<file path="src/hw/rtl/kst_pkg.sv">
// Package for the keyed slot table: sizes, command and status codes,
// sequencer states and the request/response words to the slot store.
// No dependencies.
package kst_pkg;

	localparam int SLOT_COUNT = 64;
	localparam int VALUE_BITS = 64;
	localparam int KEY_BITS   = 64;
	localparam int SLOT_BITS  = (SLOT_COUNT > 1) ? $clog2(SLOT_COUNT) : 1;
	// Head and link words also hold the end mark, which equals SLOT_COUNT
	localparam int HEAD_BITS  = $clog2(SLOT_COUNT + 1);

	localparam logic [HEAD_BITS-1:0] LIST_END = HEAD_BITS'(SLOT_COUNT);

	// Port field widths
	localparam int CMD_W    = 2;
	localparam int STATUS_W = 3;
	localparam int INDEX_W  = 6;
	localparam int WORD_W   = 64;

	// Commands
	localparam logic [CMD_W-1:0] CMD_INSERT = 2'd0;
	localparam logic [CMD_W-1:0] CMD_DELETE = 2'd1;
	localparam logic [CMD_W-1:0] CMD_LOOKUP = 2'd2;

	// Result status codes
	localparam logic [STATUS_W-1:0] STAT_INSERTED  = 3'd0;
	localparam logic [STATUS_W-1:0] STAT_UPDATED   = 3'd1;
	localparam logic [STATUS_W-1:0] STAT_FULL      = 3'd2;
	localparam logic [STATUS_W-1:0] STAT_DELETED   = 3'd3;
	localparam logic [STATUS_W-1:0] STAT_NOT_FOUND = 3'd4;
	localparam logic [STATUS_W-1:0] STAT_FOUND     = 3'd5;

	typedef enum logic [1:0] {
		CTL_IDLE,
		CTL_SCAN,
		CTL_READ,
		CTL_WRITE
	} ctl_state_t;

	typedef struct packed {
		logic [SLOT_BITS-1:0]  rd_addr;
		logic [SLOT_BITS-1:0]  link_addr;
		logic [SLOT_BITS-1:0]  wr_addr;
		logic                  key_we;
		logic                  val_we;
		logic                  link_we;
		logic                  used_set;
		logic                  used_clr;
		logic [KEY_BITS-1:0]   wr_key;
		logic [VALUE_BITS-1:0] wr_val;
		logic [HEAD_BITS-1:0]  wr_link;
	} store_req_t;

	typedef struct packed {
		logic [KEY_BITS-1:0]   rd_key;
		logic                  rd_used;
		logic [VALUE_BITS-1:0] rd_val;
		logic [HEAD_BITS-1:0]  rd_link;
	} store_rsp_t;

endpackage

</file>
<file path="src/hw/rtl/kst_ctrl.sv">
// Sequencer: scans the slots through one shared key comparator, then
// reads the hit value and free link, applies the update and holds the result.
// Depends on kst_pkg.
module kst_ctrl (
	input  logic                                clk,
	input  logic                                arst_n,
	input  logic                                in_valid,
	output logic                                in_ready,
	input  logic [kst_pkg::CMD_W-1:0]           command,
	input  logic [kst_pkg::WORD_W-1:0]          lookup_key,
	input  logic [kst_pkg::WORD_W-1:0]          entry_value,
	output logic                                out_valid,
	input  logic                                out_ready,
	output logic [kst_pkg::STATUS_W-1:0]        status,
	output logic [kst_pkg::INDEX_W-1:0]         slot_index,
	output logic [kst_pkg::WORD_W-1:0]          value_out,
	output kst_pkg::store_req_t                 req,
	input  kst_pkg::store_rsp_t                 rsp
);

	localparam logic [kst_pkg::SLOT_BITS-1:0] LAST_SLOT =
		kst_pkg::SLOT_BITS'(kst_pkg::SLOT_COUNT - 1);

	kst_pkg::ctl_state_t state_q, state_d;

	logic [kst_pkg::CMD_W-1:0]      cmd_q;
	logic [kst_pkg::KEY_BITS-1:0]   key_q;
	logic [kst_pkg::VALUE_BITS-1:0] val_q;
	logic [kst_pkg::HEAD_BITS-1:0]  scan_q;
	logic                           cmp_vld_s1;
	logic [kst_pkg::SLOT_BITS-1:0]  cmp_idx_s1;
	logic                           hit_q;
	logic [kst_pkg::SLOT_BITS-1:0]  hit_idx_q;
	logic [kst_pkg::HEAD_BITS-1:0]  head_q;
	logic                           out_valid_q;
	logic [kst_pkg::STATUS_W-1:0]   status_q;
	logic [kst_pkg::INDEX_W-1:0]    slot_q;
	logic [kst_pkg::WORD_W-1:0]     value_q;

	logic                           match;
	logic                           last_cmp;
	logic                           issue;
	logic                           head_ok;
	logic                           commit;
	logic [kst_pkg::HEAD_BITS-1:0]  head_d;
	logic [kst_pkg::STATUS_W-1:0]   res_status;
	logic [kst_pkg::SLOT_BITS-1:0]  res_slot;
	logic [kst_pkg::WORD_W-1:0]     res_value;

	// Shared comparator on the registered word read from the previous scan address
	assign match    = cmp_vld_s1 && rsp.rd_used && (rsp.rd_key == key_q);
	assign last_cmp = cmp_vld_s1 && (cmp_idx_s1 == LAST_SLOT);
	assign issue    = (state_q == kst_pkg::CTL_SCAN) && (scan_q < kst_pkg::LIST_END) && !match;
	assign head_ok  = head_q < kst_pkg::LIST_END;
	assign commit   = (state_q == kst_pkg::CTL_WRITE) && (!out_valid_q || out_ready);

	// Next state
	always_comb begin
		state_d = state_q;
		unique case (state_q)
			kst_pkg::CTL_IDLE: begin
				if (in_valid) begin
					state_d = kst_pkg::CTL_SCAN;
				end
			end
			kst_pkg::CTL_SCAN: begin
				if (match || last_cmp) begin
					state_d = kst_pkg::CTL_READ;
				end
			end
			kst_pkg::CTL_READ: begin
				state_d = kst_pkg::CTL_WRITE;
			end
			kst_pkg::CTL_WRITE: begin
				if (commit) begin
					state_d = kst_pkg::CTL_IDLE;
				end
			end
			default: begin
				state_d = kst_pkg::CTL_IDLE;
			end
		endcase
	end

	// Outputs: store requests, result word and next free-list head
	always_comb begin
		in_ready       = (state_q == kst_pkg::CTL_IDLE);
		req            = '0;
		req.wr_key     = key_q;
		req.wr_val     = val_q;
		req.wr_link    = head_q;
		req.rd_addr    = (state_q == kst_pkg::CTL_SCAN) ?
			scan_q[kst_pkg::SLOT_BITS-1:0] : hit_idx_q;
		req.link_addr  = head_ok ? kst_pkg::SLOT_BITS'(head_q) : '0;
		head_d         = head_q;
		res_status     = kst_pkg::STAT_NOT_FOUND;
		res_slot       = '0;
		res_value      = '0;
		unique case (cmd_q)
			kst_pkg::CMD_INSERT: begin
				if (hit_q) begin
					res_status  = kst_pkg::STAT_UPDATED;
					res_slot    = hit_idx_q;
					req.wr_addr = hit_idx_q;
					req.val_we  = commit;
				end else if (!head_ok) begin
					res_status  = kst_pkg::STAT_FULL;
				end else begin
					res_status   = kst_pkg::STAT_INSERTED;
					res_slot     = kst_pkg::SLOT_BITS'(head_q);
					req.wr_addr  = kst_pkg::SLOT_BITS'(head_q);
					req.key_we   = commit;
					req.val_we   = commit;
					req.used_set = commit;
					head_d       = (rsp.rd_link < kst_pkg::LIST_END) ?
						rsp.rd_link : kst_pkg::LIST_END;
				end
			end
			kst_pkg::CMD_DELETE: begin
				if (hit_q) begin
					res_status   = kst_pkg::STAT_DELETED;
					res_slot     = hit_idx_q;
					req.wr_addr  = hit_idx_q;
					req.used_clr = commit;
					req.link_we  = commit;
					req.wr_link  = head_ok ? head_q : kst_pkg::LIST_END;
					head_d       = kst_pkg::HEAD_BITS'(hit_idx_q);
				end
			end
			kst_pkg::CMD_LOOKUP: begin
				if (hit_q) begin
					res_status = kst_pkg::STAT_FOUND;
					res_slot   = hit_idx_q;
					res_value  = kst_pkg::WORD_W'(rsp.rd_val);
				end
			end
			default: begin
				res_status = kst_pkg::STAT_NOT_FOUND;
			end
		endcase
	end

	// Control registers
	always_ff @(posedge clk or negedge arst_n) begin
		if (!arst_n) begin
			state_q     <= kst_pkg::CTL_IDLE;
			scan_q      <= '0;
			cmp_vld_s1  <= 1'b0;
			hit_q       <= 1'b0;
			head_q      <= '0;
			out_valid_q <= 1'b0;
		end else begin
			state_q     <= state_d;
			cmp_vld_s1  <= issue;
			out_valid_q <= commit || (out_valid_q && !out_ready);
			if (in_valid && in_ready) begin
				scan_q <= '0;
				hit_q  <= 1'b0;
			end else if (issue) begin
				scan_q <= scan_q + kst_pkg::HEAD_BITS'(1);
			end
			if (match && (state_q == kst_pkg::CTL_SCAN)) begin
				hit_q <= 1'b1;
			end
			if (commit) begin
				head_q <= head_d;
			end
		end
	end

	// Payload registers
	always_ff @(posedge clk) begin
		if (in_valid && in_ready) begin
			cmd_q <= command;
			key_q <= lookup_key;
			val_q <= kst_pkg::VALUE_BITS'(entry_value);
		end
		cmp_idx_s1 <= scan_q[kst_pkg::SLOT_BITS-1:0];
		if (match && (state_q == kst_pkg::CTL_SCAN)) begin
			hit_idx_q <= cmp_idx_s1;
		end
		if (commit) begin
			status_q <= res_status;
			slot_q   <= kst_pkg::INDEX_W'(res_slot);
			value_q  <= res_value;
		end
	end

	assign out_valid  = out_valid_q;
	assign status     = status_q;
	assign slot_index = slot_q;
	assign value_out  = value_q;

endmodule

</file>
<file path="config.mk">
export PLATFORM = sky130hd
export DESIGN_NAME = kst_ctrl
export DESIGN_NICKNAME = d
export VERILOG_FILES = /design/src/hw/rtl/kst_pkg.sv /design/src/hw/rtl/kst_ctrl.sv
export SDC_FILE = /design/constraint.sdc
export NUM_CORES = 1
export LEC_CHECK = 0
export BUFFER_PORTS_ARGS = -buffer_cell sky130_fd_sc_hd__buf_2
export CELL_PAD_IN_SITES_DETAIL_PLACEMENT = 1
export CELL_PAD_IN_SITES_GLOBAL_PLACEMENT = 2
export CORE_AREA = 2 2 196 198
export CTS_BUF_LIST = sky130_fd_sc_hd__clkbuf_8
export CTS_CLUSTER_DIAMETER = 40
export DETAILED_ROUTE_END_ITERATION = 7
export DIE_AREA = 0 0 198 200
export GPL_ROUTABILITY_DRIVEN = 1
export PLACE_DENSITY = 0.82
export SYNTH_ARGS = -nofsm -noshare
export SYNTH_HDL_FRONTEND = slang
export SYNTH_SLANG_ARGS = --single-unit
</file>
<file path="constraint.sdc">
create_clock -name clk -period 3.77 [get_ports clk]
set_clock_uncertainty 0.2 [all_clocks]
set_input_delay 0.377 -clock clk [delete_from_list [all_inputs] [get_ports clk]]
set_output_delay 0.377 -clock clk [all_outputs]
set_load 0.01 [all_outputs]
</file>
==> results of run 1 <==
==> through the flow <==
stage	hold WS [ns]	power (mW)	util	worst slack (ns)	area, sq um
6_report	0.0587	6.26	0.408	0.879	15300
5_1_grt	0.0797	6.50	0.408	0.632	15300
4_1_cts	0.00861	6.29	0.408	0.747	15300
3_5_place_dp	0.170	3.32	0.328	0.889	12200
3_3_place_gp	0.162	3.31	0.328	1.01	12200
2_1_floorplan	-0.119	3.09	-	0.0457	9100
==> critical path, cell delays in order, from the launching register on <==
cell and delay [ns]:
edfxtp_1 0.43, inv_1 0.10, ha_1 0.46, nand3_1 0.33, and2_1 0.27, buf_2 0.14
==> area by class of cell <==
type / instances / share of cell area
diodes: 2 / 0.000328
clock buffers: 49 / 0.0441
clock inverters: 36 / 0.0207
inverters: 24 / 0.00614
multi-input cells: 291 / 0.133
flip-flops and latches: 234 / 0.450
well taps: 511 / 0.0419
repair buffers: 713 / 0.304
==> sequential cells by signal, indices dropped and copies added (netlist names), 3 cells and up <==
name	cells
scan_q	7
val_q	64
cmp_idx_s1	6
head_q	7
key_q	64
status	3
value_out	64
hit_idx_q	6
slot_index	6
==> cells in the final DEF (no fill, tap or decap), types with 6 or more instances in the layout <==
master / Yosys / layout
buf_2: 0 / 502
edfxtp_1: 209 / 209
dlygate4sd3_1: 0 / 203
and3_1: 65 / 65
clkbuf_8: 0 / 49
xnor2_1: 48 / 48
inv_1: 24 / 33
nand2_1: 20 / 20
nand4_1: 18 / 18
dfrtp_1: 19 / 18
nor2b_1: 14 / 14
o21ai_0: 13 / 13
nor2_1: 12 / 12
a22oi_1: 11 / 11
clkinv_2: 0 / 9
ha_1: 9 / 8
nor3_1: 7 / 7
a22o_1: 7 / 7
clkinv_1: 0 / 7
and2_1: 6 / 6
bufinv_16: 0 / 6
dfxtp_1: 6 / 6
==> where the power goes <==
part           switching, mW  internal [mW]
Sequential            0.0499           2.86
Combinational          0.193          0.330
Clock                   1.19           1.62
==> routing by layer <==
metal / vias to the layer above / part of all wire
met5: - / 0
met4: 0 / 0.038
met3: 70 / 0.071
met2: 384 / 0.54
met1: 3830 / 0.35
li1: 3646 / -
==> cell families (layout without fill, tap and decap cells) <==
group           after synthesis  after routing  share of synthesized area
simple gates                166            166                      0.106
buf+inv                      49            822                     0.0211
fa+ha+maj                     9              9                     0.0124
compound gates               56             56                     0.0454
xor+xnor                     51             51                     0.0491
mux                           9              9                     0.0107
other cells                   0              2                          0
flops                       234            234                      0.756
==> final timing paths <==
check	startpoint	to	slack, ns	depth (start not counted)
min in group asynchronous	arst_n	hit_q	0.09	2
max in group asynchronous	arst_n	hit_q	2.92	2
max reg2reg	key_q[29]	state_q[1]	0.98	7
min reg2reg	cmp_idx_s1[0]	hit_idx_q[0]	0.23	0
min	rsp[5]	head_q[5]	0.06	4
max	cmd_q[1]	req[1]	0.88	5
==> synth_stat cells, types with 4 or more instances <==
| cell type | number | area [sq um] |
|---|---|---|
| nor2b_1 | 14 | 87.6 |
| nand2b_1 | 5 | 31.3 |
| inv_1 | 24 | 90.1 |
| nor4_1 | 4 | 25.0 |
| nor3_1 | 7 | 35.0 |
| edfxtp_1 | 209 | 6280 |
| o21ai_0 | 13 | 65.1 |
| a22oi_1 | 11 | 82.6 |
| and2_1 | 6 | 37.5 |
| and3_1 | 65 | 407 |
| xnor2_1 | 48 | 420 |
| mux2_2 | 5 | 56.3 |
| nand3_1 | 5 | 25.0 |
| nor2_1 | 12 | 45.0 |
| clkbuf_1 | 22 | 82.6 |
| a22o_1 | 7 | 61.3 |
| ha_1 | 9 | 113 |
| nand4_1 | 18 | 113 |
| dfxtp_1 | 6 | 120 |
| dfrtp_1 | 19 | 475 |
| nand2_1 | 20 | 75.1 |
| a21oi_1 | 4 | 20.0 |
==> reports/results.md, run 1 <==
- **GRT Total Usage** 0.190
- **wire length of the first global-routing pass** 54600 um
- **gp weighted congestion** 0.829
- **run status** complete, no violations
- **die area** 39600 sq um
- **worst skew pair latency** 0.59 ns
- **transition at the pin with the smallest max-transition slack** 0.996 ns
- **sequential cell area** 6870 sq um
- **CP Launch Type** flip-flop
- **Horiz. Die Dim** 198 um
- **Avg Synthesized Cell Area** 15.8 sq um
- **IO Port Bufs** 502
- **fraction of final layout cells with drive strength greater than 1** 0.437
- **post-route setup TNS** 0 ns
- **# DRC** 0
- **multi-input gate area in the final layout** 2030 sq um
- **fin crit share** 0.767
- **#FFs+latches synth** 234
- **arrival time of data at the critical path endpoint** 2.31 ns
- **layer with the highest usage** met2
- **Detail Route Antenna Nets** 0
- **CTS tree** yes
- **Final Routed Wirelength** 38500 um
- **via-per-instance ratio** 4.26
- **Critical Path Fanout Max** 13
- **Peak Freq** 0.346 GHz
- **post-layout net count** 1590
- **worst min path class** input pin to flip-flop
- **clock slew at reported path FFs** 0.06 ns
- **number of enable flip-flop cells after synthesis** 209
- **IO Count** 503
- **Critical Path Sink Type** primary output
- **Slew headroom** 0.336
- **post-detailed-placement half-perimeter wirelength** 26700 um
- **Min Clock Period, post-route** 2.89 ns
- **Synth Warn #** 0
- **initial antenna violation count** 5
- **routed length per placed instance** 20.7 um
- **Leak** 6.41 nW
- **Syn Inst Count** 574
- **via count of the first global-routing pass** 8765
- **worst endpoint required time** 3.19 ns
- **area of the core region** 37400 sq um
- **total via count after detailed routing** 7930
- **maximum number of pins on one net before global-route repair** 74
- **global-route track usage on met1** 0.190
- **endpoints failing hold** 0
- **maximum buffer depth of the clock tree** 3
- **relative area change from synthesis to final layout** 68.0%
- **total clock buffers created by CTS** 47
- **fill cell total of the finished layout** 4043
- **Peak supply drop** 0.000346 V
- **setup repair after global routing missed its margin** no
- **areal power density over the cells** 410 nW/um^2
- **cell at the root of the clock tree** clkbuf_8
- **dominant register cell in the synthesized netlist** edfxtp_1
- **met3 global-route usage** 0.0514
- **Setup Viol. Count Final** 0
- **type of the worst setup path** flip-flop to primary output
- **share of synthesized area occupied by flip-flops and latches** 0.756
- **final standard cell count with taps included and fillers excluded** 1860
- **height of the chip** 200 um
- **Final Max Slew Viols** 0
- **count of distinct cell types in the synthesized netlist** 45
- **buffers inserted during post-CTS setup optimization** 0
- **number of placement rows** 71
- **met2 capacity usage during global routing** 0.364
- **count of hold buffers inserted by post-cts repair** 203
- **cells resized by post-CTS repair** 0
- **# clock sinks** 234
- **Post-Syn Area** 9090 sq um
- **maxcap violations** 0
- **total gr overflow** 0
- **instance count after placement with tap cells included** 1570
- **Pre-antenna DRT Iters** 4
- **fraction of registers with async set/reset** 0.0812
- **Iteration-0 DRC Markers** 211
- **H-Tree Depth** 2
- **initial cell density of the core** 0.243
- **net count after synthesis** 853
Power figures use the tool's default switching activity.
==> run 2, diff against run 1 <==
--- a/config.mk
+++ b/config.mk
@@ -5,16 +5,16 @@
 export SDC_FILE = /design/constraint.sdc
 export NUM_CORES = 1
 export LEC_CHECK = 0
+export ABC_AREA = 1
 export BUFFER_PORTS_ARGS = -buffer_cell sky130_fd_sc_hd__buf_2
 export CELL_PAD_IN_SITES_DETAIL_PLACEMENT = 1
 export CELL_PAD_IN_SITES_GLOBAL_PLACEMENT = 2
-export CORE_AREA = 2 2 196 198
+export CORE_UTILIZATION = 25
 export CTS_BUF_LIST = sky130_fd_sc_hd__clkbuf_8
 export CTS_CLUSTER_DIAMETER = 40
 export DETAILED_ROUTE_END_ITERATION = 7
-export DIE_AREA = 0 0 198 200
 export GPL_ROUTABILITY_DRIVEN = 1
-export PLACE_DENSITY = 0.82
+export PLACE_DENSITY = 0.87
 export SYNTH_ARGS = -nofsm -noshare
 export SYNTH_HDL_FRONTEND = slang
 export SYNTH_SLANG_ARGS = --single-unit
==> constraint.sdc (replaced) <==
create_clock -name clk -period 2.4 [get_ports clk]
set_clock_uncertainty 0.2 [all_clocks]
set_input_delay 0.24 -clock clk [delete_from_list [all_inputs] [get_ports clk]]
set_output_delay 0.24 -clock clk [all_outputs]
set_load 0.01 [all_outputs]
==> reports/results.md, run 2 <==
- **origin of the worst setup path** cmd_q[1]
- **R2R Path Start** key_q[26]
- **Hold Path Depth** 2, -2
- **Syn Inst Count** 961, +67%
- **Min Clock Period, post-route** 2.36 ns
- **area of the core region** 39700 sq um, +6.2%
- **Avg Synthesized Cell Area** 10.5 sq um, -34%
- **top cells by instance count after synthesis** 209 x edfxtp_1, 208 x inv_1, 197 x nand2_1
- **Iteration-0 DRC Markers** 409, +94%
- **via count of the first global-routing pass** 10901, +24%
- **IO Port Bufs** 502, unchanged
- **worst skew pair latency** 0.63 ns, +0.04 ns
- **total via count after detailed routing** 9925, +25%
- **Setup Viol. Count Final** 0, unchanged
- **post-layout net count** 2006, +26%
- **fraction of final layout cells with drive strength greater than 1** 0.373, -0.0644
- **most frequent cell after synthesis** edfxtp_1
- **routed length per placed instance** 19.2 um, -7.0%
- **height of the chip** 203 um, +1.4%
- **maximum number of pins on one net before global-route repair** 74, unchanged
- **maxcap violations** 0, unchanged
- **#FFs+latches synth** 234, unchanged
- **maximum buffer depth of the clock tree** 3, unchanged
- **area leader, netlist** edfxtp_1
- **final standard cell count with taps included and fillers excluded** 2302, +24%
- **# DRC** 0, unchanged
- **Leak** 8.06 nW, +26%
- **Horiz. Die Dim** 203 um, +2.4%
- **Synth Warn #** 0, unchanged
- **IO Count** 503, unchanged
- **relative area change from synthesis to final layout** 65.7%
- **CTS tree** yes
- **number of enable flip-flop cells after synthesis** 209, unchanged
- **global-route track usage on met1** 0.232, +0.0427
- **endpoints failing hold** 0, unchanged
- **cell at the root of the clock tree** clkbuf_8
- **met2 capacity usage during global routing** 0.390, +0.0254
- **CP Launch Type** flip-flop
- **areal power density over the cells** 872 nW/um^2, +110%
- **# clock sinks** 234, unchanged
- **total gr overflow** 0, unchanged
- **instance count after placement with tap cells included** 1981, +26%
- **initial cell density of the core** 0.254, +0.0106
- **placed standard-cell area** 13300 sq um, +8.8%
- **Critical Path Sink Type** primary output
- **layer with the highest usage** met2
- **Detail Route Antenna Nets** 0, unchanged
- **die area** 41100 sq um, +3.9%
- **Final Max Slew Viols** 0, unchanged
- **dominant register cell in the synthesized netlist** edfxtp_1
- **total clock buffers created by CTS** 51, +8.5%
- **type of the worst setup path** flip-flop to primary output
- **post-detailed-placement half-perimeter wirelength** 29700 um, +11%
- **count of distinct cell types in the synthesized netlist** 34, -24%
- **worst endpoint required time** 1.96 ns, -1.23 ns
- **fin crit share** 0.983
- **worst min path class** input pin to flip-flop
- **wire length of the first global-routing pass** 65400 um, +20%
- **synth top area cells** edfxtp_1 62%, inv_1 7.7%, nand2_1 7.3%
- **via-per-instance ratio** 4.31, +1.1%
- **Final Routed Wirelength** 44300 um, +15%
- **final non-filler cell area** 16700 sq um, +9.3%
- **share of synthesized area occupied by flip-flops and latches** 0.682, -0.0740
- **transition at the pin with the smallest max-transition slack** 0.977 ns, -0.0191 ns
- **clock slew at reported path FFs** 0.07 ns, about the same
- **run status** complete, no violations
- **worst-case register-to-register setup slack** 0.12 ns, -0.86 ns
- **Peak supply drop** 0.000525 V, +52%
- **highest-count cells in the layout ignoring fill and taps** 502 x buf_2, 209 x edfxtp_1, 208 x inv_1
- **Post-Syn Area** 10100 sq um, +11%
- **setup repair after global routing missed its margin** yes
- **Peak Freq** 0.424 GHz
- **most common cell after layout, fill and taps aside** buf_2
- **Critical Path Fanout Max** 7, -6
- **number of placement rows** 73, +2.8%
- **FF-to-FF path depth** 7, unchanged
- **initial antenna violation count** 9, +4
- **hold_sp** entry_value[62]
- **share of the synthesized area in the top cell type** 0.623, -0.0676
- **net count after synthesis** 1240, +45%
- **arrival time of data at the critical path endpoint** 1.92 ns, -0.39 ns
- **gp weighted congestion** 0.877, +5.8%
- **Pre-antenna DRT Iters** 5, +1
- **met3 global-route usage** 0.0523, +0.000916
- **H-Tree Depth** 2, unchanged
- **Slew headroom** 0.347, +0.0106
- **fraction of registers with async set/reset** 0.0812, unchanged
- **GRT Total Usage** 0.211, +0.0218
run 2: routing by layer:
layer	wire [um]	up-vias
met5	27	-
met4	1300	4
met3	3040	82
met2	23100	430
met1	16800	4788
li1	-	4621
run 2: what timing repair did:
item / 4_1_cts / 5_1_grt
pin swaps: 3 / 5
resized for setup: 25 / 20
setup endpoints to repair: 23 / 28
hold buffers: 205 / 0
buffers inserted: 5 / 8
endpoints found under the hold margin: 230 / 0
run 2: through the flow:
step                      TNS (ns)   util  power (mW)  hold slack (ns)  worst slack (ns)
final                            0  0.420        14.6            0.121            0.0417
after detailed placement    -0.173  0.336        9.53           0.0334           -0.0290
after CTS                  -0.0167  0.417        14.5           0.0723          -0.00951
after global routing        -0.769  0.420        15.3           0.0962           -0.0953
after global placement           0  0.336        9.42           0.0268           0.00542
after floorplan            -106.97      -        7.73           -0.256            -0.817
run 2: logic make-up after synthesis:
logic type / Yosys count / share of synthesized area
compound gates: 48 / 0.0266
flops: 234 / 0.682
xor+xnor: 20 / 0.0174
fa+ha+maj: 9 / 0.0112
buf+inv: 226 / 0.0853
simple gates: 424 / 0.178
run 2: worst max-delay path: stages (launching register included):
cell and delay (ns):
edfxtp_1 0.41, inv_2 0.10, ha_4 0.17, inv_4 0.05, nor2_4 0.21, a22oi_2 0.09, o21ai_1 0.12, buf_2 0.16
run 2: cell type report:
type,instances,area (sq um)
fillers,4596,23000
inverters,209,797
multi-input cells,501,2490
flip-flops and latches,234,6870
repair buffers,730,4790
clock inverters,43,353
diodes,7,17.5
well taps,525,657
clock buffers,53,729
run 2: final timing paths:
kind | endpoint
worst max-delay path | req[143]
worst min-delay path | val_q[62]
worst max register to register | hit_idx_q[5]
worst min register to register | hit_idx_q[3]
max in group asynchronous | hit_q
min in group asynchronous | head_q[3]
run 2: power by group:
part           internal [mW]  switching, mW  leakage (nW)
sequential              5.52          0.486          2.25
combinational           1.49           2.43          5.26
clock                   2.54           2.09         0.544
